### src/rtl/mru_pkg.sv
package mru_pkg;

    // Field widths fixed by the word format
    localparam int POINT_W = 64;
    localparam int NAME_W  = 16;
    localparam int POS_W   = 3;
    localparam int COUNT_W = 4;

    typedef enum logic [1:0] {
        S_IDLE,
        S_CMP,
        S_UPD
    } t_state;

    typedef enum logic {
        OP_ADD  = 1'b0,
        OP_READ = 1'b1
    } t_op;

    // Control handed from the sequencer to every cell
    typedef struct packed {
        logic cmp;
        logic upd;
    } t_cell_ctl;

endpackage

### src/rtl/mru_cell.sv
module mru_cell (
    input  logic                          i_clk,
    input  logic                          i_rst_n,
    input  mru_pkg::t_cell_ctl            i_ctl,
    input  logic [mru_pkg::POINT_W-1:0]   i_key,
    input  logic [mru_pkg::POS_W-1:0]     i_index,
    input  logic [mru_pkg::POINT_W-1:0]   i_prev_point,
    input  logic [mru_pkg::NAME_W-1:0]    i_prev_name,
    input  logic                          i_prev_valid,
    input  logic                          i_hit_above,
    input  logic [mru_pkg::POS_W-1:0]     i_pos_above,
    output logic [mru_pkg::POINT_W-1:0]   o_point,
    output logic [mru_pkg::NAME_W-1:0]    o_name,
    output logic                          o_valid,
    output logic                          o_match,
    output logic                          o_hit_below,
    output logic [mru_pkg::POS_W-1:0]     o_pos_below
);
    import mru_pkg::*;

    logic [POINT_W-1:0] r_point;
    logic [NAME_W-1:0]  r_name;
    logic               r_valid;
    logic               r_match;

    // Compare the stored key against the incoming word
    always_ff @(posedge i_clk) begin
        if (!i_rst_n) begin
            r_match <= 1'b0;
        end else if (i_ctl.cmp) begin
            r_match <= r_valid && (r_point == i_key);
        end
    end

    // Take the neighbor's entry unless a hit sits closer to the front
    always_ff @(posedge i_clk) begin
        if (!i_rst_n) begin
            r_valid <= 1'b0;
        end else if (i_ctl.upd && !i_hit_above) begin
            r_valid <= i_prev_valid;
        end
    end

    always_ff @(posedge i_clk) begin
        if (i_ctl.upd && !i_hit_above) begin
            r_point <= i_prev_point;
            r_name  <= i_prev_name;
        end
    end

    // Pass the hit flag and hit position down the chain
    assign o_hit_below = i_hit_above | r_match;
    assign o_pos_below = i_pos_above | (r_match ? i_index : '0);

    assign o_point = r_point;
    assign o_name  = r_name;
    assign o_valid = r_valid;
    assign o_match = r_match;

endmodule

### src/rtl/mru_move_to_front_list.sv
// Accepted words are registered, compared across all cells in the compare state, and in
// the update state the output register is loaded; on an add, each cell up to and including
// a hit cell takes its neighbor's entry. No new word is accepted until the update ends.
// A held result does not block acceptance, but a stalled output register holds the update.
// Reset (synchronous, active low) empties the list at once; no clearing pass is run.
module mru_move_to_front_list #(
    parameter int MAX_ENTRIES = 8
) (
    input  logic                          i_clk,
    input  logic                          i_rst_n,
    input  logic                          i_valid,
    output logic                          o_stall,
    input  logic                          i_op,
    input  logic [mru_pkg::POINT_W-1:0]   i_point_code,
    input  logic [mru_pkg::NAME_W-1:0]    i_name_handle,
    input  logic [mru_pkg::POS_W-1:0]     i_position,
    output logic                          o_valid,
    input  logic                          i_stall,
    output logic                          o_hit,
    output logic [mru_pkg::POS_W-1:0]     o_hit_position,
    output logic                          o_evicted,
    output logic [mru_pkg::POINT_W-1:0]   o_evicted_point,
    output logic [mru_pkg::NAME_W-1:0]    o_evicted_name,
    output logic                          o_read_valid,
    output logic [mru_pkg::POINT_W-1:0]   o_read_point,
    output logic [mru_pkg::NAME_W-1:0]    o_read_name,
    output logic [mru_pkg::COUNT_W-1:0]   o_entry_count
);
    import mru_pkg::*;

    localparam int FILL_W    = $clog2(MAX_ENTRIES + 1);
    localparam int READ_SPAN = 1 << POS_W;

    t_state             r_state;
    t_state             n_state;
    t_cell_ctl          w_ctl;
    logic               w_go;
    logic               w_accept;

    t_op                r_op;
    logic [POINT_W-1:0] r_key;
    logic [NAME_W-1:0]  r_name;
    logic [POS_W-1:0]   r_pos;

    logic [FILL_W-1:0]  r_fill;
    logic [FILL_W-1:0]  n_fill;

    logic [POINT_W-1:0] w_point [MAX_ENTRIES];
    logic [NAME_W-1:0]  w_name  [MAX_ENTRIES];
    logic [MAX_ENTRIES-1:0] w_valid;
    logic [MAX_ENTRIES-1:0] w_match;
    logic [MAX_ENTRIES-1:0] w_hit_chain;
    logic [POS_W-1:0]   w_pos_chain [MAX_ENTRIES];

    logic               w_hit;
    logic               w_full;
    logic               w_evict;
    logic               w_rd_valid;
    logic [POINT_W-1:0] w_rd_point;
    logic [NAME_W-1:0]  w_rd_name;
    logic [POINT_W-1:0] w_front_point;

    logic               r_out_valid;
    logic               r_hit;
    logic [POS_W-1:0]   r_hit_pos;
    logic               r_evicted;
    logic [POINT_W-1:0] r_ev_point;
    logic [NAME_W-1:0]  r_ev_name;
    logic               r_rd_valid;
    logic [POINT_W-1:0] r_rd_point;
    logic [NAME_W-1:0]  r_rd_name;
    logic [COUNT_W-1:0] r_count;

    assign w_accept = i_valid && !o_stall;
    assign w_go     = (r_state == S_UPD) && (!r_out_valid || !i_stall);

    // Next state
    always_comb begin
        n_state = r_state;
        unique case (r_state)
            S_IDLE:  if (w_accept) n_state = S_CMP;
            S_CMP:   n_state = S_UPD;
            S_UPD:   if (w_go) n_state = S_IDLE;
            default: n_state = S_IDLE;
        endcase
    end

    // Sequencer outputs
    always_comb begin
        w_ctl   = '0;
        o_stall = 1'b1;
        unique case (r_state)
            S_IDLE:  o_stall = 1'b0;
            S_CMP:   w_ctl.cmp = 1'b1;
            S_UPD:   w_ctl.upd = w_go && (r_op == OP_ADD);
            default: o_stall = 1'b1;
        endcase
    end

    always_ff @(posedge i_clk) begin
        if (!i_rst_n) begin
            r_state <= S_IDLE;
        end else begin
            r_state <= n_state;
        end
    end

    // Capture the input word
    always_ff @(posedge i_clk) begin
        if (w_accept) begin
            r_op  <= t_op'(i_op);
            r_key <= i_point_code;
            r_name <= i_name_handle;
            r_pos <= i_position;
        end
    end

    // Chain of entry cells, front at index 0
    for (genvar g = 0; g < MAX_ENTRIES; g++) begin : g_cell
        logic [POINT_W-1:0] w_prev_point;
        logic [NAME_W-1:0]  w_prev_name;
        logic               w_prev_valid;
        logic               w_hit_above;
        logic [POS_W-1:0]   w_pos_above;

        if (g == 0) begin : g_front
            assign w_prev_point = r_key;
            assign w_prev_name  = r_name;
            assign w_prev_valid = 1'b1;
            assign w_hit_above  = 1'b0;
            assign w_pos_above  = '0;
        end else begin : g_rest
            assign w_prev_point = w_point[g-1];
            assign w_prev_name  = w_name[g-1];
            assign w_prev_valid = w_valid[g-1];
            assign w_hit_above  = w_hit_chain[g-1];
            assign w_pos_above  = w_pos_chain[g-1];
        end

        mru_cell u_cell (
            .i_clk        (i_clk),
            .i_rst_n      (i_rst_n),
            .i_ctl        (w_ctl),
            .i_key        (r_key),
            .i_index      (POS_W'(g)),
            .i_prev_point (w_prev_point),
            .i_prev_name  (w_prev_name),
            .i_prev_valid (w_prev_valid),
            .i_hit_above  (w_hit_above),
            .i_pos_above  (w_pos_above),
            .o_point      (w_point[g]),
            .o_name       (w_name[g]),
            .o_valid      (w_valid[g]),
            .o_match      (w_match[g]),
            .o_hit_below  (w_hit_chain[g]),
            .o_pos_below  (w_pos_chain[g])
        );
    end

    assign w_front_point = w_point[0];

    // Resolve the add outcome
    assign w_hit   = w_hit_chain[MAX_ENTRIES-1];
    assign w_full  = (r_fill == FILL_W'(MAX_ENTRIES));
    assign w_evict = !w_hit && w_full;
    assign n_fill  = (r_op == OP_ADD && !w_hit && !w_full) ? r_fill + FILL_W'(1) : r_fill;

    // Select the entry at the read position
    always_comb begin
        w_rd_valid = 1'b0;
        w_rd_point = '0;
        w_rd_name  = '0;
        for (int i = 0; i < MAX_ENTRIES; i++) begin
            if (i < READ_SPAN && r_pos == POS_W'(i) && w_valid[i]) begin
                w_rd_valid = 1'b1;
                w_rd_point = w_point[i];
                w_rd_name  = w_name[i];
            end
        end
    end

    always_ff @(posedge i_clk) begin
        if (!i_rst_n) begin
            r_fill <= '0;
        end else if (w_go) begin
            r_fill <= n_fill;
        end
    end

    // Output register: load on update, drop once taken
    always_ff @(posedge i_clk) begin
        if (!i_rst_n) begin
            r_out_valid <= 1'b0;
        end else if (w_go) begin
            r_out_valid <= 1'b1;
        end else if (!i_stall) begin
            r_out_valid <= 1'b0;
        end
    end

    always_ff @(posedge i_clk) begin
        if (w_go) begin
            r_count <= COUNT_W'(n_fill);
            if (r_op == OP_ADD) begin
                r_hit      <= w_hit;
                r_hit_pos  <= w_pos_chain[MAX_ENTRIES-1];
                r_evicted  <= w_evict;
                r_ev_point <= w_evict ? w_point[MAX_ENTRIES-1] : '0;
                r_ev_name  <= w_evict ? w_name[MAX_ENTRIES-1] : '0;
                r_rd_valid <= 1'b0;
                r_rd_point <= '0;
                r_rd_name  <= '0;
            end else begin
                r_hit      <= 1'b0;
                r_hit_pos  <= '0;
                r_evicted  <= 1'b0;
                r_ev_point <= '0;
                r_ev_name  <= '0;
                r_rd_valid <= w_rd_valid;
                r_rd_point <= w_rd_point;
                r_rd_name  <= w_rd_name;
            end
        end
    end

    assign o_valid         = r_out_valid;
    assign o_hit           = r_hit;
    assign o_hit_position  = r_hit_pos;
    assign o_evicted       = r_evicted;
    assign o_evicted_point = r_ev_point;
    assign o_evicted_name  = r_ev_name;
    assign o_read_valid    = r_rd_valid;
    assign o_read_point    = r_rd_point;
    assign o_read_name     = r_rd_name;
    assign o_entry_count   = r_count;

`ifndef SYNTHESIS
    // Valid entries stay packed at the front
    a_valid_packed: assert property (@(posedge i_clk) disable iff (!i_rst_n)
        (w_valid & (w_valid + MAX_ENTRIES'(1))) == '0)
        else $error("valid entries not packed at the front");

    // Fill count tracks the valid cells
    a_fill_matches: assert property (@(posedge i_clk) disable iff (!i_rst_n)
        $countones(w_valid) == int'(r_fill))
        else $error("fill count disagrees with valid cells");

    // A key is held by at most one cell
    a_single_match: assert property (@(posedge i_clk) disable iff (!i_rst_n)
        (r_state == S_UPD) |-> $onehot0(w_match))
        else $error("key matched in more than one cell");

    // An add always leaves its key at the front
    a_front_key: assert property (@(posedge i_clk) disable iff (!i_rst_n)
        (w_go && r_op == OP_ADD) |=> (w_front_point == $past(r_key)) && w_valid[0])
        else $error("added key not at the front");

    // A miss on a list with room grows it by one
    a_fill_grow: assert property (@(posedge i_clk) disable iff (!i_rst_n)
        (w_go && r_op == OP_ADD && !w_hit && !w_full)
            |=> r_fill == $past(r_fill) + FILL_W'(1))
        else $error("fill count did not grow on a miss");
`endif

endmodule
### config.mk
export PLATFORM = sky130hd
export DESIGN_NAME = mru_move_to_front_list
export DESIGN_NICKNAME = d
export VERILOG_FILES = /design/src/rtl/mru_pkg.sv /design/src/rtl/mru_cell.sv /design/src/rtl/mru_move_to_front_list.sv
export SDC_FILE = /design/constraint.sdc
export NUM_CORES = 1
export LEC_CHECK = 0
export CORE_MARGIN = 2
export CORE_UTILIZATION = 50
export CTS_CLUSTER_SIZE = 12
export DETAILED_ROUTE_END_ITERATION = 6
export DONT_BUFFER_PORTS = 1
export HOLD_SLACK_MARGIN = 0.03
export PLACE_DENSITY_LB_ADDON = 0.1
export SLEW_MARGIN = 20
export SYNTH_ARGS = -nofsm -noshare
export SYNTH_HDL_FRONTEND = slang
export SYNTH_SLANG_ARGS = --single-unit
### constraint.sdc
create_clock -name i_clk -period 16.6 [get_ports i_clk]
set_input_delay 0.83 -clock i_clk [delete_from_list [all_inputs] [get_ports i_clk]]
set_output_delay 0.83 -clock i_clk [all_outputs]
set_load 0.02 [all_outputs]
==> metrics.csv <==
stage,metric,value,unit
floorplanning,Die X-Extent,281,µm
critical_path,CP peak stage delay,0.99,ns
min_path,HP Class,input pin to register,
final_layout,"commonest non-fill, non-tap cell in the layout",edfxtp_1,
final_layout,most frequent cells in the layout,"edfxtp_1 (894), xor2_1 (447), a221o_1 (154)",
global_routing,total grt overflow,0,
routing,iteration-0 DRC count of the detailed router,3609,
synthesis,"EDFF count, synth",894,
routing,final WL,140000,µm
cts,CTS sink count,917,
synthesis,top cell type by total area after synthesis,edfxtp_1,
sta,setup_tns,0,ns
floorplanning,Core Region,0.0759,mm²
floorplanning,initial core utilization,50.5,%
critical_path,slowest CP cell,nor4b_4,
global_routing,first-pass GRT wire length,190000,µm
synthesis,Yosys top cell area share,70.0,%
placed_design,DP Wirelength,96400,µm
cts,Max clock buf depth,3,
min_path,WHS Endpoint,g_cell[0].w_prev_point[45]$_DFFE_PP_,
global_routing,Tot GR Track Use,35.3,%
pwr,total chip power,4.89,mW
routing,DR vias,23800,
critical_path,CP Cell Sequence,"inv_2, nand3_1, nor4b_4, buf_4, buf_4",
critical_path,reg2reg setup slack,12.00,ns
final_layout,NumNets Final,2499,
floorplanning,row cnt,101,
pwr,internal power,3.74,mW
cts,clock slew at reported path FFs,0.06,ns
sta,RSZ-0062 raised after global routing,false,
cts,clk root buf,clkbuf_16,
run,maxcap violations,0,
cts,CTS tree,done,
routing,# DRC,0,
critical_path,worst path bufs/invs,3,
pwr,Seq pwr share,54.7,%
final_layout,proportion of layout cells with a drive suffix above 1,7.73,%
sta,minimum clock period,4.60,ns
sta,# setup viols final,0,
floorplanning,Die Y,281,µm
pwr,Sw Ratio,23.5,%
placed_design,"Cell Area, Placed",0.0393,mm²
critical_path,Crit Reg-Reg Startpoint,r_op$_DFFE_PP_,
synthesis,Synth Net Count,2538,
critical_path,"Largest delay share family, worst path",buffers and inverters,
synthesis,post-synth cell types,49,
sta,max_slew headroom,19.4,%
routing,average wire per standard cell,40.0,µm
critical_path,capturing point of the worst reg2reg path,g_cell[7].u_cell.o_point[25]$_DFFE_PP_,
final_layout,multi-input combinational cell area,0.0104,mm²
synthesis,Ys Warns,0,
final_layout,fin util,55.4,%
final_layout,Final Instance Area,0.0421,mm²
critical_path,worst-path fanout max,52,
synthesis,#FFs+latches synth,917,
cts,cts hold-fix bufs,0,
final_layout,fin cells,3502,
pwr,combinational share of power,4.3,%
global_routing,initial antenna violation count,8,
synthesis,register area share after synthesis,71.2,%
min_path,Hold Crit Start,i_point_code[45],
sta,Slew Limit Fails,0,
critical_path,critical path required time,16.87,ns
placed_design,placed cell count,3342,
synthesis,Post-synth ARST share,0,%
cts,H-tree depth,3,
pwr,switching power,1.15,mW
placed_design,Port Buf Inserts,0,
final_layout,register area,0.0273,mm²
cts,clk_lat worst skew,0.67,ns
pwr,Pwr Density,116,mW/mm²
sta,Final Skew,0.0278,ns
pwr,worst IR drop on VDD,0.0868,mV
routing,TritonRoute pass-1 iters,6,
floorplanning,die area,0.0789,mm²
sta,Max Freq,0.218,GHz
critical_path,worst path arrival time,4.87,ns
global_routing,largest net degree at the start of global routing,82,
synthesis,syn_area_per_cell,15.7,µm²
critical_path,cells on worst reg2reg path,5,
min_path,hold path depth,0,
placed_design,GPL Wtd Cong,1.05,
final_layout,Fillers,6049,
cts,cts bufs inserted,95,
global_routing,vias in the first global route,22600,
synthesis,Post-Syn Instances,2448,
final_layout,Area Overhead vs Synth,9.80,%
critical_path,Worst Setup End Kind,register,
cts,post-cts resize count,0,
routing,routed vias/inst,6.79,
cts,Post-CTS Setup Bufs,0,
sta,"Hold Vio Cnt, Final",0,
floorplanning,I/O pin count,260,
sta,crit share post-route,27.7,%
critical_path,Crit Path Class,register to register,
sta,worst slew pin tran,1.21,ns
synthesis,top_reg_cell synth,edfxtp_1,
critical_path,"most used cell, CP",buf_4,
routing,DRT antenna net count,0,
synthesis,Post-Syn Area,0.0383,mm²
synthesis,top post-synthesis cells by area,"edfxtp_1 (70%), xor2_1 (10%), a221o_1 (4.0%)",
outcome,outcome,finished clean,
pwr,Clk pwr share,41.0,%
pwr,leakage power,13.1,nW
critical_path,Critical Path Start Type,register,
[routing by layer]
layer | share of wire [%] | vias up | wire, µm | GRT usage, %
met1 | 39 | 12300 | 54500 | 49.2
met4 | 5.0 | 12 | 7010 | 15.9
met5 | 0.061 | - | 86 | 0
met3 | 12 | 268 | 16500 | 8.90
met2 | 44 | 1722 | 61800 | 52.5
li1 | - | 9480 | - | -
[stage by stage]
stage          setup WS (ns)  hold slack (ns)
6_report               12.00            0.262
5_1_grt                11.93            0.251
4_1_cts                12.11            0.235
3_5_place_dp           12.12            0.405
3_3_place_gp           12.24            0.408
2_1_floorplan           6.88            0.400
[worst max-delay path by stage]
| stage | from | end | slack [ns] | cells past startpoint |
|---|---|---|---|---|
| floorplan | i_stall | g_cell[3].u_cell.o_valid$_SDFFE_PN0P_ | 6.88 | 5 |
| global placement | r_op$_DFFE_PP_ | g_cell[7].u_cell.o_point[32]$_DFFE_PP_ | 12.24 | 5 |
| detailed placement | r_op$_DFFE_PP_ | g_cell[7].u_cell.o_point[32]$_DFFE_PP_ | 12.12 | 5 |
| CTS | r_op$_DFFE_PP_ | g_cell[7].u_cell.o_point[31]$_DFFE_PP_ | 12.11 | 5 |
| global route | r_op$_DFFE_PP_ | g_cell[7].u_cell.o_point[29]$_DFFE_PP_ | 11.93 | 5 |
| finish | r_op$_DFFE_PP_ | g_cell[7].u_cell.o_point[25]$_DFFE_PP_ | 12.00 | 5 |
[final cells by class]
class	count	area share (%)
Antenna cell	2	0.0119
Clock buffer	128	6.14
Clock inverter	30	0.481
Inverter	9	0.116
Multi-Input combinational cell	1351	24.7
Sequential cell	917	64.9
Tap cell	1030	3.06
Timing Repair Buffer	35	0.624
[synthesized netlist by cell type (3+ instances only)]
| cell | n |
|---|---|
| a21oi_1 | 5 |
| a221o_1 | 154 |
| a221oi_1 | 4 |
| a22o_1 | 9 |
| a22oi_1 | 81 |
| a31oi_1 | 79 |
| and2_1 | 85 |
| buf_1 | 4 |
| buf_2 | 21 |
| buf_4 | 4 |
| clkbuf_1 | 134 |
| clkbuf_2 | 8 |
| dfxtp_1 | 23 |
| edfxtp_1 | 894 |
| inv_1 | 8 |
| mux2i_1 | 7 |
| nand2_1 | 15 |
| nand3_1 | 20 |
| nand3b_1 | 3 |
| nand4_1 | 33 |
| nor2_1 | 6 |
| nor2b_1 | 9 |
| nor3_1 | 11 |
| nor4_1 | 127 |
| o21ai_0 | 131 |
| o21ai_1 | 27 |
| o221ai_1 | 3 |
| or4_4 | 3 |
| xnor2_1 | 68 |
| xor2_1 | 447 |
[power by group through the flow]
stage	registers (mW)	clock network (mW)	logic (mW)
3_5_place_dp	2.72	0	0.200
6_report	2.68	2.01	0.208
4_1_cts	2.67	2.02	0.201
3_3_place_gp	2.72	0	0.201
2_1_floorplan	2.67	0	0.119
5_1_grt	2.68	2.10	0.206
[state kept, by name, summed over array words and instances (netlist names)]
| signal | flops |
|---|---|
| o_evicted_point | 64 |
| r_fill | 4 |
| o_read_point | 64 |
| g_cell.w_prev_point | 64 |
| g_cell.u_cell.o_valid | 8 |
| o_evicted | 1 |
| o_entry_count | 4 |
| g_cell.u_cell.o_match | 8 |
| o_read_valid | 1 |
| o_hit_position | 3 |
| g_cell.u_cell.o_point | 512 |
| o_read_name | 16 |
| g_cell.w_prev_name | 16 |
| r_pos | 3 |
| r_op | 1 |
| o_evicted_name | 16 |
| o_hit | 1 |
| r_state | 2 |
| o_valid | 1 |
| g_cell.u_cell.o_name | 128 |
[logic make-up (layout without fill, tap and decap cells)]
logic type	count (synthesis)	in the layout	share of synthesized area [%]
AOI/OAI and AO/OA	498	498	9.50
xor gates and xnor gates	515	515	11.8
adders and majority gates	2	2	0.0653
buffers and inverters	180	202	1.90
DFF	917	917	71.2
muxes	9	9	0.251
other	0	2	0
and+or+nand+nor	327	327	5.31
Power figures use the tool's default switching activity.
